**src/hw/rtl/vfd_double_buffered_scan_controller_top_defines.svh**
```systemverilog
// Assertion macros for the display scan controller RTL.
// Each macro expects clk and rst in scope of the including module.
`ifndef VFD_DOUBLE_BUFFERED_SCAN_CONTROLLER_TOP_DEFINES_SVH
`define VFD_DOUBLE_BUFFERED_SCAN_CONTROLLER_TOP_DEFINES_SVH

// Same-cycle implication, checked outside reset
`define VFDSC_ASSERT_IMP(lbl, ante, cons) \
  lbl: assert property (@(posedge clk) disable iff (rst) (ante) |-> (cons)) \
    else $error("vfdsc: same-cycle check failed");

// Next-cycle implication, checked outside reset
`define VFDSC_ASSERT_NXT(lbl, ante, cons) \
  lbl: assert property (@(posedge clk) disable iff (rst) (ante) |=> (cons)) \
    else $error("vfdsc: next-cycle check failed");

`endif

```
**src/hw/rtl/vfdsc_pkg.sv**
```systemverilog
// Shared types, constants and the pixel address map of the display scan controller.
// No dependencies; used by every module of the block.
package vfdsc_pkg;

  // Fixed display geometry
  localparam int COLUMN_COUNT = 16;
  localparam int PIXEL_COUNT  = 105;
  localparam int BUF_WORDS    = 120;
  localparam int DRIVER_BITS  = 6;

  // Interleaving formula constants
  localparam int ADDR_LOW_LIMIT = 35;
  localparam int ADDR_MID_LIMIT = 70;
  localparam int ADDR_BASE_A    = 51;
  localparam int ADDR_BASE_B    = 52;
  localparam int ADDR_OFFSET    = 15;

  // Field widths
  localparam int IDX_W    = 7;
  localparam int BANK_W   = 3;
  localparam int PIN_W    = 5;
  localparam int COL_W    = 4;
  localparam int ADDR_W   = 8;

  // Op queue between parser and scan engine
  localparam int QUEUE_DEPTH = 4;
  localparam int QPTR_W      = 2;
  localparam int QCNT_W      = 3;

  localparam logic [1:0] OP_WRITE = 2'd0;
  localparam logic [1:0] OP_POWER = 2'd1;
  localparam logic [1:0] OP_TICK  = 2'd2;

  localparam logic KIND_SHIFT = 1'b0;
  localparam logic KIND_POWER = 1'b1;

  typedef struct packed {
    logic [1:0]        op;
    logic [BANK_W-1:0] bank;
    logic [PIN_W-1:0]  offset;
    logic [15:0]       data;
    logic              store;
    logic              swap;
    logic              enable;
  } vfdsc_op_t;

  // Interleaved buffer address of pixel index i (modular 8-bit math)
  function automatic logic [ADDR_W-1:0] pixel_address(input logic [IDX_W-1:0] i);
    logic [ADDR_W-1:0] half_up;
    logic [ADDR_W-1:0] half_dn;
    logic [ADDR_W-1:0] v;
    half_up = (ADDR_W'(i) + ADDR_W'(1)) >> 1;
    half_dn = ADDR_W'(i) >> 1;
    if (i < IDX_W'(ADDR_LOW_LIMIT)) begin
      v = i[0] ? ADDR_W'(ADDR_BASE_A) - half_up : ADDR_W'(ADDR_BASE_A) + half_dn;
    end else if (i < IDX_W'(ADDR_MID_LIMIT)) begin
      v = i[0] ? ADDR_W'(ADDR_BASE_A) + half_up : ADDR_W'(ADDR_BASE_A) - half_dn;
    end else begin
      v = i[0] ? ADDR_W'(ADDR_BASE_B) - half_up : ADDR_W'(ADDR_BASE_B) + half_dn;
    end
    return v + ADDR_W'(ADDR_OFFSET);
  endfunction

endpackage

```
**src/hw/rtl/vfd_double_buffered_scan_controller_top.sv**
```systemverilog
// Top level of the double-buffered display scan controller.
// A scan tick passes the op queue; the scan engine pops it, then reads the per-driver
// buffer banks once per pin via a read register into the output register, one word
// per cycle while result_stall is low. A power byte passes the op queue to the output
// register; serial bytes are taken one per cycle while the 4-entry op queue has room.
// Reset (synchronous, rst high) blanks both buffers via valid bits.
module vfd_double_buffered_scan_controller_top import vfdsc_pkg::*; #(
  parameter int SHIFT_LENGTH = 20,
  parameter int DRIVER_COUNT = 6
) (
  input  logic                   clk,
  input  logic                   rst,
  input  logic                   item_valid,
  output logic                   item_stall,
  input  logic                   cmd,
  input  logic [7:0]             rx_byte,
  output logic                   result_valid,
  input  logic                   result_stall,
  output logic                   kind,
  output logic                   grid_on,
  output logic [DRIVER_BITS-1:0] pixel_bits,
  output logic                   last,
  output logic                   dcdc_enable
);

  logic      q_push;
  logic      q_full;
  logic      q_pop;
  logic      q_valid;
  vfdsc_op_t push_op;
  vfdsc_op_t head_op;

  // Parse items into ops
  vfdsc_front #(
    .SHIFT_LENGTH (SHIFT_LENGTH),
    .DRIVER_COUNT (DRIVER_COUNT)
  ) u_front (
    .clk        (clk),
    .rst        (rst),
    .item_valid (item_valid),
    .item_stall (item_stall),
    .cmd        (cmd),
    .rx_byte    (rx_byte),
    .q_full     (q_full),
    .q_push     (q_push),
    .q_op       (push_op)
  );

  // Buffer ops between the two sides
  vfdsc_queue u_queue (
    .clk        (clk),
    .rst        (rst),
    .push       (q_push),
    .push_op    (push_op),
    .full       (q_full),
    .pop        (q_pop),
    .head_valid (q_valid),
    .head_op    (head_op)
  );

  // Carry out ops and drive results
  vfdsc_back #(
    .SHIFT_LENGTH (SHIFT_LENGTH),
    .DRIVER_COUNT (DRIVER_COUNT)
  ) u_back (
    .clk          (clk),
    .rst          (rst),
    .q_valid      (q_valid),
    .q_op         (head_op),
    .q_pop        (q_pop),
    .result_valid (result_valid),
    .result_stall (result_stall),
    .kind         (kind),
    .grid_on      (grid_on),
    .pixel_bits   (pixel_bits),
    .last         (last),
    .dcdc_enable  (dcdc_enable)
  );

endmodule

```
**src/hw/rtl/vfdsc_front.sv**
```systemverilog
// Command byte parser: classifies items and turns them into queue ops.
// Depends on vfdsc_pkg.
module vfdsc_front import vfdsc_pkg::*; #(
  parameter int SHIFT_LENGTH = 20,
  parameter int DRIVER_COUNT = 6
) (
  input  logic      clk,
  input  logic      rst,
  input  logic      item_valid,
  output logic      item_stall,
  input  logic      cmd,
  input  logic [7:0] rx_byte,
  input  logic      q_full,
  output logic      q_push,
  output vfdsc_op_t q_op
);

  localparam logic [1:0] MODE_IDLE  = 2'd0;
  localparam logic [1:0] MODE_POWER = 2'd1;
  localparam logic [1:0] MODE_HIGH  = 2'd2;
  localparam logic [1:0] MODE_LOW   = 2'd3;

  localparam logic [7:0] CMD_POWER = 8'h00;
  localparam logic [7:0] CMD_FRAME = 8'h01;

  localparam logic [ADDR_W:0] BANKED_WORDS = (ADDR_W+1)'(DRIVER_COUNT * SHIFT_LENGTH);

  logic [1:0]       mode, mode_next;
  logic [IDX_W-1:0] load_index, load_index_next;
  logic [7:0]       high_byte_hold, high_byte_hold_next;
  logic             power_enable, power_enable_next;

  logic              accept;
  logic              last_word;
  logic [ADDR_W-1:0] pix_addr;
  logic [ADDR_W:0]   addr_ext;
  logic [ADDR_W:0]   bank_base;
  logic [BANK_W-1:0] bank;
  logic              store;

  assign item_stall = q_full;
  assign accept     = item_valid && !q_full;
  assign last_word  = load_index == IDX_W'(PIXEL_COUNT - 1);

  // Map the pixel index to a driver bank and an offset within it
  always_comb begin
    pix_addr  = pixel_address(load_index);
    addr_ext  = {1'b0, pix_addr};
    bank      = '0;
    bank_base = '0;
    for (int d = 1; d < DRIVER_COUNT; d++) begin
      if (addr_ext >= (ADDR_W+1)'(d * SHIFT_LENGTH)) begin
        bank      = BANK_W'(d);
        bank_base = (ADDR_W+1)'(d * SHIFT_LENGTH);
      end
    end
    store = (pix_addr < ADDR_W'(BUF_WORDS)) && (addr_ext < BANKED_WORDS);
  end

  // Parse the byte stream and build the op for the queue
  always_comb begin
    mode_next           = mode;
    load_index_next     = load_index;
    high_byte_hold_next = high_byte_hold;
    power_enable_next   = power_enable;
    q_push              = 1'b0;
    q_op                = '0;
    if (accept) begin
      if (cmd) begin
        q_push      = 1'b1;
        q_op.op     = OP_TICK;
        q_op.enable = power_enable;
      end else begin
        unique case (mode)
          MODE_IDLE: begin
            if (rx_byte == CMD_POWER) begin
              mode_next = MODE_POWER;
            end else if (rx_byte == CMD_FRAME) begin
              mode_next       = MODE_HIGH;
              load_index_next = '0;
            end
          end
          MODE_POWER: begin
            power_enable_next = rx_byte != 8'd0;
            mode_next         = MODE_IDLE;
            q_push            = 1'b1;
            q_op.op           = OP_POWER;
            q_op.enable       = power_enable_next;
          end
          MODE_HIGH: begin
            high_byte_hold_next = rx_byte;
            mode_next           = MODE_LOW;
          end
          MODE_LOW: begin
            q_push      = 1'b1;
            q_op.op     = OP_WRITE;
            q_op.bank   = bank;
            q_op.offset = PIN_W'(addr_ext - bank_base);
            q_op.data   = {high_byte_hold, rx_byte};
            q_op.store  = store;
            q_op.swap   = last_word;
            q_op.enable = power_enable;
            if (last_word) begin
              mode_next       = MODE_IDLE;
              load_index_next = '0;
            end else begin
              mode_next       = MODE_HIGH;
              load_index_next = load_index + IDX_W'(1);
            end
          end
        endcase
      end
    end
  end

  // Hold parser state
  always_ff @(posedge clk) begin
    if (rst) begin
      mode           <= MODE_IDLE;
      load_index     <= '0;
      high_byte_hold <= '0;
      power_enable   <= 1'b0;
    end else begin
      mode           <= mode_next;
      load_index     <= load_index_next;
      high_byte_hold <= high_byte_hold_next;
      power_enable   <= power_enable_next;
    end
  end

endmodule

```
**src/hw/rtl/vfdsc_queue.sv**
```systemverilog
// Short op queue that decouples the parser from the scan engine.
// Depends on vfdsc_pkg.
module vfdsc_queue import vfdsc_pkg::*; (
  input  logic      clk,
  input  logic      rst,
  input  logic      push,
  input  vfdsc_op_t push_op,
  output logic      full,
  input  logic      pop,
  output logic      head_valid,
  output vfdsc_op_t head_op
);

  vfdsc_op_t         entries [QUEUE_DEPTH];
  logic [QPTR_W-1:0] wr_ptr;
  logic [QPTR_W-1:0] rd_ptr;
  logic [QCNT_W-1:0] count;

  assign full       = count == QCNT_W'(QUEUE_DEPTH);
  assign head_valid = count != '0;
  assign head_op    = entries[rd_ptr];

  // Store pushed ops
  always_ff @(posedge clk) begin
    if (push) begin
      entries[wr_ptr] <= push_op;
    end
  end

  // Advance pointers and occupancy
  always_ff @(posedge clk) begin
    if (rst) begin
      wr_ptr <= '0;
      rd_ptr <= '0;
      count  <= '0;
    end else begin
      if (push) begin
        wr_ptr <= wr_ptr + QPTR_W'(1);
      end
      if (pop) begin
        rd_ptr <= rd_ptr + QPTR_W'(1);
      end
      if (push && !pop) begin
        count <= count + QCNT_W'(1);
      end else if (pop && !push) begin
        count <= count - QCNT_W'(1);
      end
    end
  end

endmodule

```
**src/hw/rtl/vfdsc_back.sv**
```systemverilog
// Scan engine: banked double frame buffer, buffer writes, swap, column shift-out.
// Depends on vfdsc_pkg and the assertion macro header.
`include "vfd_double_buffered_scan_controller_top_defines.svh"

module vfdsc_back import vfdsc_pkg::*; #(
  parameter int SHIFT_LENGTH = 20,
  parameter int DRIVER_COUNT = 6
) (
  input  logic                   clk,
  input  logic                   rst,
  input  logic                   q_valid,
  input  vfdsc_op_t              q_op,
  output logic                   q_pop,
  output logic                   result_valid,
  input  logic                   result_stall,
  output logic                   kind,
  output logic                   grid_on,
  output logic [DRIVER_BITS-1:0] pixel_bits,
  output logic                   last,
  output logic                   dcdc_enable
);

  logic             front_select;
  logic [COL_W-1:0] scan_column;
  logic             busy;
  logic [PIN_W-1:0] pin;
  logic [COL_W-1:0] tick_col;
  logic             tick_en;

  logic             rd_pending;
  logic             rd_grid;
  logic             rd_last;
  logic [COL_W-1:0] rd_col;
  logic             rd_en;

  logic                    out_free;
  logic                    consume;
  logic                    issue;
  logic                    head_power;
  logic                    wr_en;
  logic                    wr_buf;
  logic [DRIVER_COUNT-1:0] pix_now;
  logic [DRIVER_BITS-1:0]  pix_out;

  assign out_free   = !result_valid || !result_stall;
  assign consume    = rd_pending && out_free;
  assign issue      = busy && (!rd_pending || consume);
  assign head_power = q_op.op == OP_POWER;
  assign q_pop      = q_valid && !busy && (!head_power || (!rd_pending && out_free));
  assign wr_en      = q_pop && (q_op.op == OP_WRITE) && q_op.store;
  assign wr_buf     = !front_select;

  // One bank per pixel driver: word d*SHIFT_LENGTH+pin of each buffer
  for (genvar d = 0; d < DRIVER_COUNT; d++) begin : g_bank
    logic [15:0]             mem [2][SHIFT_LENGTH];
    logic [SHIFT_LENGTH-1:0] vld [2];
    logic [15:0]             word_q;
    logic                    ok_q;

    // Write the back buffer, read the front buffer
    always_ff @(posedge clk) begin
      if (wr_en && (q_op.bank == BANK_W'(d))) begin
        mem[wr_buf][q_op.offset] <= q_op.data;
      end
      if (issue) begin
        word_q <= mem[front_select][pin];
        ok_q   <= vld[front_select][pin];
      end
    end

    // Mark written words; unwritten words read as blank
    always_ff @(posedge clk) begin
      if (rst) begin
        vld[0] <= '0;
        vld[1] <= '0;
      end else if (wr_en && (q_op.bank == BANK_W'(d))) begin
        vld[wr_buf][q_op.offset] <= 1'b1;
      end
    end

    assign pix_now[d] = ok_q && word_q[~rd_col];
  end

  // Fit the driver bits to the output field
  for (genvar k = 0; k < DRIVER_BITS; k++) begin : g_pix
    if (k < DRIVER_COUNT) begin : g_used
      assign pix_out[k] = pix_now[k];
    end else begin : g_unused
      assign pix_out[k] = 1'b0;
    end
  end

  // Sequence the ops: writes, swap, ticks
  always_ff @(posedge clk) begin
    if (rst) begin
      front_select <= 1'b0;
      scan_column  <= '0;
      busy         <= 1'b0;
      pin          <= '0;
      tick_col     <= '0;
      tick_en      <= 1'b0;
    end else begin
      if (q_pop && (q_op.op == OP_WRITE) && q_op.swap) begin
        front_select <= !front_select;
      end
      if (q_pop && (q_op.op == OP_TICK)) begin
        busy     <= 1'b1;
        pin      <= '0;
        tick_col <= scan_column;
        tick_en  <= q_op.enable;
        if (scan_column >= COL_W'(COLUMN_COUNT - 1)) begin
          scan_column <= '0;
        end else begin
          scan_column <= scan_column + COL_W'(1);
        end
      end else if (issue) begin
        pin <= pin + PIN_W'(1);
        if (pin == PIN_W'(SHIFT_LENGTH - 1)) begin
          busy <= 1'b0;
        end
      end
    end
  end

  // Track read data waiting for the output register
  always_ff @(posedge clk) begin
    if (rst) begin
      rd_pending <= 1'b0;
    end else if (issue) begin
      rd_pending <= 1'b1;
    end else if (consume) begin
      rd_pending <= 1'b0;
    end
  end

  always_ff @(posedge clk) begin
    if (issue) begin
      rd_grid <= {1'b0, pin} == ({2'b00, tick_col} + (PIN_W+1)'(2));
      rd_last <= pin == PIN_W'(SHIFT_LENGTH - 1);
      rd_col  <= tick_col;
      rd_en   <= tick_en;
    end
  end

  // Output register
  always_ff @(posedge clk) begin
    if (rst) begin
      result_valid <= 1'b0;
    end else if (consume || (q_pop && head_power)) begin
      result_valid <= 1'b1;
    end else if (!result_stall) begin
      result_valid <= 1'b0;
    end
  end

  always_ff @(posedge clk) begin
    if (consume) begin
      kind        <= KIND_SHIFT;
      grid_on     <= rd_grid;
      pixel_bits  <= pix_out;
      last        <= rd_last;
      dcdc_enable <= rd_en;
    end else if (q_pop && head_power) begin
      kind        <= KIND_POWER;
      grid_on     <= 1'b0;
      pixel_bits  <= '0;
      last        <= 1'b0;
      dcdc_enable <= q_op.enable;
    end
  end

  `VFDSC_ASSERT_IMP(a_busy_end, $fell(busy), $past(pin) == PIN_W'(SHIFT_LENGTH - 1))
  `VFDSC_ASSERT_IMP(a_rd_source, $rose(rd_pending), $past(issue))
  `VFDSC_ASSERT_IMP(a_write_idle, wr_en, !issue)
  `VFDSC_ASSERT_NXT(a_power_out, q_pop && head_power, result_valid && (kind == KIND_POWER))

endmodule

```
**config.mk**
```make
export PLATFORM = sky130hd
export DESIGN_NAME = vfd_double_buffered_scan_controller_top
export DESIGN_NICKNAME = d
export VERILOG_FILES = /design/src/hw/rtl/vfdsc_pkg.sv /design/src/hw/rtl/vfd_double_buffered_scan_controller_top.sv /design/src/hw/rtl/vfdsc_front.sv /design/src/hw/rtl/vfdsc_queue.sv /design/src/hw/rtl/vfdsc_back.sv
export VERILOG_INCLUDE_DIRS = /design/src /design/src/hw/rtl
export SDC_FILE = /design/constraint.sdc
export NUM_CORES = 2
export LEC_CHECK = 0
export BUFFER_PORTS_ARGS = -buffer_cell sky130_fd_sc_hd__buf_2
export CORE_MARGIN = 5
export CORE_UTILIZATION = 40
export CTS_CLUSTER_DIAMETER = 40
export CTS_CLUSTER_SIZE = 25
export DETAILED_ROUTE_END_ITERATION = 8
export GPL_ROUTABILITY_DRIVEN = 0
export GPL_TIMING_DRIVEN = 0
export HOLD_SLACK_MARGIN = 0.15
export SETUP_SLACK_MARGIN = 0.2
export SYNTH_ARGS = -nofsm -noshare
export SYNTH_HDL_FRONTEND = slang
export SYNTH_HIERARCHICAL = 1
export SYNTH_MEMORY_MAX_BITS = 65536
export SYNTH_SLANG_ARGS = --single-unit
```
**constraint.sdc**
```tcl
create_clock -name clk -period 12.7 [get_ports clk]
set_clock_uncertainty 0.1 [all_clocks]
set_input_delay 1.905 -clock clk [delete_from_list [all_inputs] [get_ports clk]]
set_output_delay 1.905 -clock clk [all_outputs]
set_load 0.05 [all_outputs]
```
==> metrics.md <==
| Metric | Value |
|---|---|
| Crit path max fanout | `10` |
| Worst path setup slack after routing | `around 6.5 ns` |
| Final period util | `0.484` |
| Max-slew headroom | `-0.113` |
| Final-layout setup total negative slack | `0 ns` |
| Synthesized area per cell | `between 15 and 20 um2` |
| Post-synthesis cell count | `9217` |
| CP endpoint kind | `flop` |
| Sequential element share of the synthesized area | `0.752` |
| Die outline area | `~0.44 mm2` |
| Met2 WL post-DR | `251 mm` |
| Sequential share of power | `0.424` |
| Combined flip-flop and latch cell area | `approximately 0.13 mm2` |
| Cell repeated most along the worst path | `buf_2` |
| Switching power of the nets | `approximately 12 mW` |
| Unrepaired setup endpoints after global routing | `no` |
| Register bit count reported by yosys | `~4400` |
| Die Width | `662 um` |
| Average detailed-routed wire length per instance | `~34 um` |
| Sw Share | `0.288` |
| Number of buffers on the longest clock path | `4` |
| Core Area | `roughly 0.42 mm2` |
| Setup-violating endpoint count in the final report | `0` |
| Number of fill cells in the layout | `about 35000` |
| Count of boundary I/O pins | `25` |
| Most used DFF post-synth | `edfxtp_1` |
| Number of DRC markers after the initial detailed-route iteration | `~15000` |
| Aggregate global-route resource usage | `0.242` |
| Final wirelength | `550 mm` |
| Async set or reset register ratio after synthesis | `0` |
| Slew Viols, Final | `roughly 150` |
| Post-route ant nets | `0` |
| Max Clk Rate | `about 0.16 GHz` |
| Maxcap violations | `25` |
| Most frequent cells after synthesis | `edfxtp_1, mux2i_1, nor2_1` |
| Gr ovfl total | `0` |
| Number of hold-slack violations in the final timing report | `0` |
| FF-to-FF Start | `u_back/pin[0]` |
| Layout-stage area growth over the synthesis result | `19.3%` |
| Cell with the most instances after synthesis | `edfxtp_1` |
| Number of distinct library cells after synthesis | `93` |
| HPWL reported at the end of detailed placement | `~380 mm` |
| Post-cts sizing count | `0` |
| Slew @ Worst Pin | `approximately 1.7 ns` |
| Clk Latency, worst-skew pair | `approximately 1.1 ns` |
| Number of remaining DRC errors | `0` |
| Critical Path Max Stage Delay | `around 0.8 ns` |
| Vias after detailed routing | `around 98000` |
| Netlist area before placement | `between 0.15 and 0.2 mm2` |
| Largest net degree at the start of global routing | `97` |
| Outcome | `finished with violations` |
| Port Buffers | `22` |
| End point of the most critical hold path | `u_back/rd_en` |
| Required time of the worst setup path | `~13 ns` |
| RR Endpoint | `u_back/g_bank[4].word_q[10]` |
| VDD IR max | `approximately 0.17 mV` |
| Via count of the first global-routing pass | `around 95000` |
| Placed cell count | `15200` |
| TritonCTS buffer count | `~550` |
| Pwr Total | `about 41 mW` |
| Vias per Instance | `6.01` |
| H-Tree Depth | `6` |
| Fraction of layout cells with a size suffix above 1 | `0.229` |
| Non-Filler Instances | `about 16000` |
| Cell area power density | `202 mW/mm2` |
| Row cnt | `between 200 and 250` |
| Worst hold-check slack | `0.345 ns` |
| First-pass GRT wire length | `about 750 mm` |
| Hold Path Cell Cnt | `0` |
| Startpoint class of the critical path | `flop` |
| Overall die height | `~660 um` |
| Worst endpoint data arrival time | `about 6.8 ns` |
| Static Leakage | `62.5 nW` |
| Max layer used | `met5` |
| Share of the core filled with cells | `0.479` |
| Clock tree from TritonCTS | `yes` |
| Post-synth net total | `around 9000` |
| Internal Dissipation | `roughly 30 mW` |
| Synth Warn # | `6` |
| Slowest stage cell, crit path | `buf_2` |
| Quantity of hold-fixing buffers added after cts | `0` |
| Number of synthesized flops with an enable pin | `just over 4000` |
| Hold wc startpoint | `u_back/tick_en` |
| Clock edge transition at the registers on the reported setup and hold paths | `0.06 ns` |
| Clock root buffer | `clkbuf_16` |
| Antenna violations before repair | `58` |
| Multi-input gate area in the final layout | `~0.04 mm2` |
| Cells along the critical path | `buf_2, buf_2, buf_2, buf_2, buf_2, mux4_2, mux2i_1, nor2_1, a211oi_1, o21ai_1` |
| Wl on met1 | `between 200 and 250 mm` |
| Clock Sink Count | `about 4400` |
| Length of the first detailed-routing pass in iterations | `6` |
| Worst-case register-to-register setup slack | `6.55 ns` |
| Post-Place Cell Area | `0.184 mm2` |
| Critical Setup Path Class | `reg -> reg` |
| Initial core utilization | `0.402` |
| Buffers inserted during post-CTS setup optimization | `0` |
| Setup slack after placement | `about 7 ns` |
| Post-layout min period | `between 6 and 7 ns` |
| Part of the total power dissipated in the clock network | `0.395` |
| Part of the total power dissipated in combinational logic | `0.181` |
| Post-route design area | `a little over 0.2 mm2` |
| Proportion of netlist area held by the largest area contributor | `0.718` |
| Violated checks | `max-capacitance violations, max-slew violations` |
| Class of the most critical hold timing path | `reg -> reg` |
| Final-stage net count | `10100` |
| Register-to-Register Path Depth | `10` |
| Cell type contributing the most total cell area after synthesis | `edfxtp_1` |
| Sum of met3 wire segment lengths after detailed routing | `roughly 66 mm` |
| Top cells by area, synth | `edfxtp_1, mux4_2, mux2i_1, dfxtp_1, nor2_1` |
placed cells by master, fill, tap and decap left out, drive strengths merged, types with 8 or more instances in the layout:
cell type,netlist,routed
a211oi,187,187
a21oi,399,399
a221oi,140,140
a22oi,259,259
a31oi,8,8
and2,35,35
and3,11,11
buf,297,612
bufinv,0,75
clkbuf,316,916
clkinv,1,177
clkinvlp,0,56
dfxtp,287,287
diode,0,36
edfxtp,4074,4074
ha,21,21
inv,17,112
mux2i,1116,1116
mux4,615,615
nand2,223,223
nand2b,14,14
nand3,84,84
nor2,665,665
nor2b,80,80
nor3,55,55
nor3b,8,8
o21ai,34,34
o221ai,34,34
o22ai,33,33
or3,100,100
xnor2,21,21
xor2,16,16
layer usage:
metal,up-vias,track usage
li1,39100,-
met1,51100,0.320
met2,6185,0.375
met3,1182,0.0651
met4,18,0.114
met5,-,0
cells by family (layout without fill, tap and decap cells):
logic type,count (synthesis),after routing,share of synthesized area
compound gates,1129,1129,0.0450
flops,4361,4361,0.752
simple gates,1303,1303,0.0344
xor+xnor,37,37,0.00210
other cells,0,36,0
buf+inv,631,1948,0.0175
mux,1733,1733,0.147
fa+ha+maj,23,23,0.00178
final cells by class:
cell class,count,share of cell area
well taps,5663,0.0349
inverters,18,0.000333
diodes,36,0.000443
flip-flops and latches,4361,0.630
repair buffers,316,0.0282
multi-input cells,4225,0.197
plain buffers,613,0.0144
clock inverters,402,0.0244
clock buffers,599,0.0702
worst max-delay path: cells and delay by family (launching register included):
family,cells,cell delay (ns)
buf+inv,5,3.29
mux,2,0.87
flops,1,0.34
compound gates,2,0.87
simple gates,1,0.29
flip-flops by register name, indices dropped and copies added (netlist names), 2 cells and up, named ones only:
name and cells:
u_back/g_bank.mem 3840, u_back/g_bank.ok_q 6, u_back/g_bank.vld 240, u_back/g_bank.word_q 96, u_back/pin 5, u_back/pixel_bits 6, u_back/rd_col 4, u_back/scan_column 4
u_back/tick_col 4, u_front/high_byte_hold 8, u_front/load_index 7, u_front/mode 2, u_queue/count 3, u_queue/entries 116, u_queue/rd_ptr 2, u_queue/wr_ptr 2
power by group through the flow:
stage,sequential (mW),combinational [mW],clock [mW]
floorplan,17.9,3.65,0
global placement,18.2,6.67,0
detailed placement,17.7,7.30,0
CTS,17.4,7.31,16.4
global route,17.4,7.63,17.1
finish,17.4,7.45,16.2
how the worst max path moves through the flow:
stage | cells past startpoint | slack, ns | start | end
after floorplan | 6 | 6.61 | result_stall | u_back/pin[4]
after global placement | 2 | 3.23 | flop | u_back/g_bank[2].mem[0][195]
after detailed placement | 10 | 6.83 | u_back/pin[0] | u_back/g_bank[4].word_q[10]
after CTS | 10 | 6.81 | u_back/pin[0] | u_back/g_bank[4].word_q[10]
after global routing | 21 | 6.48 | u_front/load_index[0] | u_queue/entries[2][23]
final | 10 | 6.55 | u_back/pin[0] | u_back/g_bank[4].word_q[10]
(Power assumes the default switching activity.)
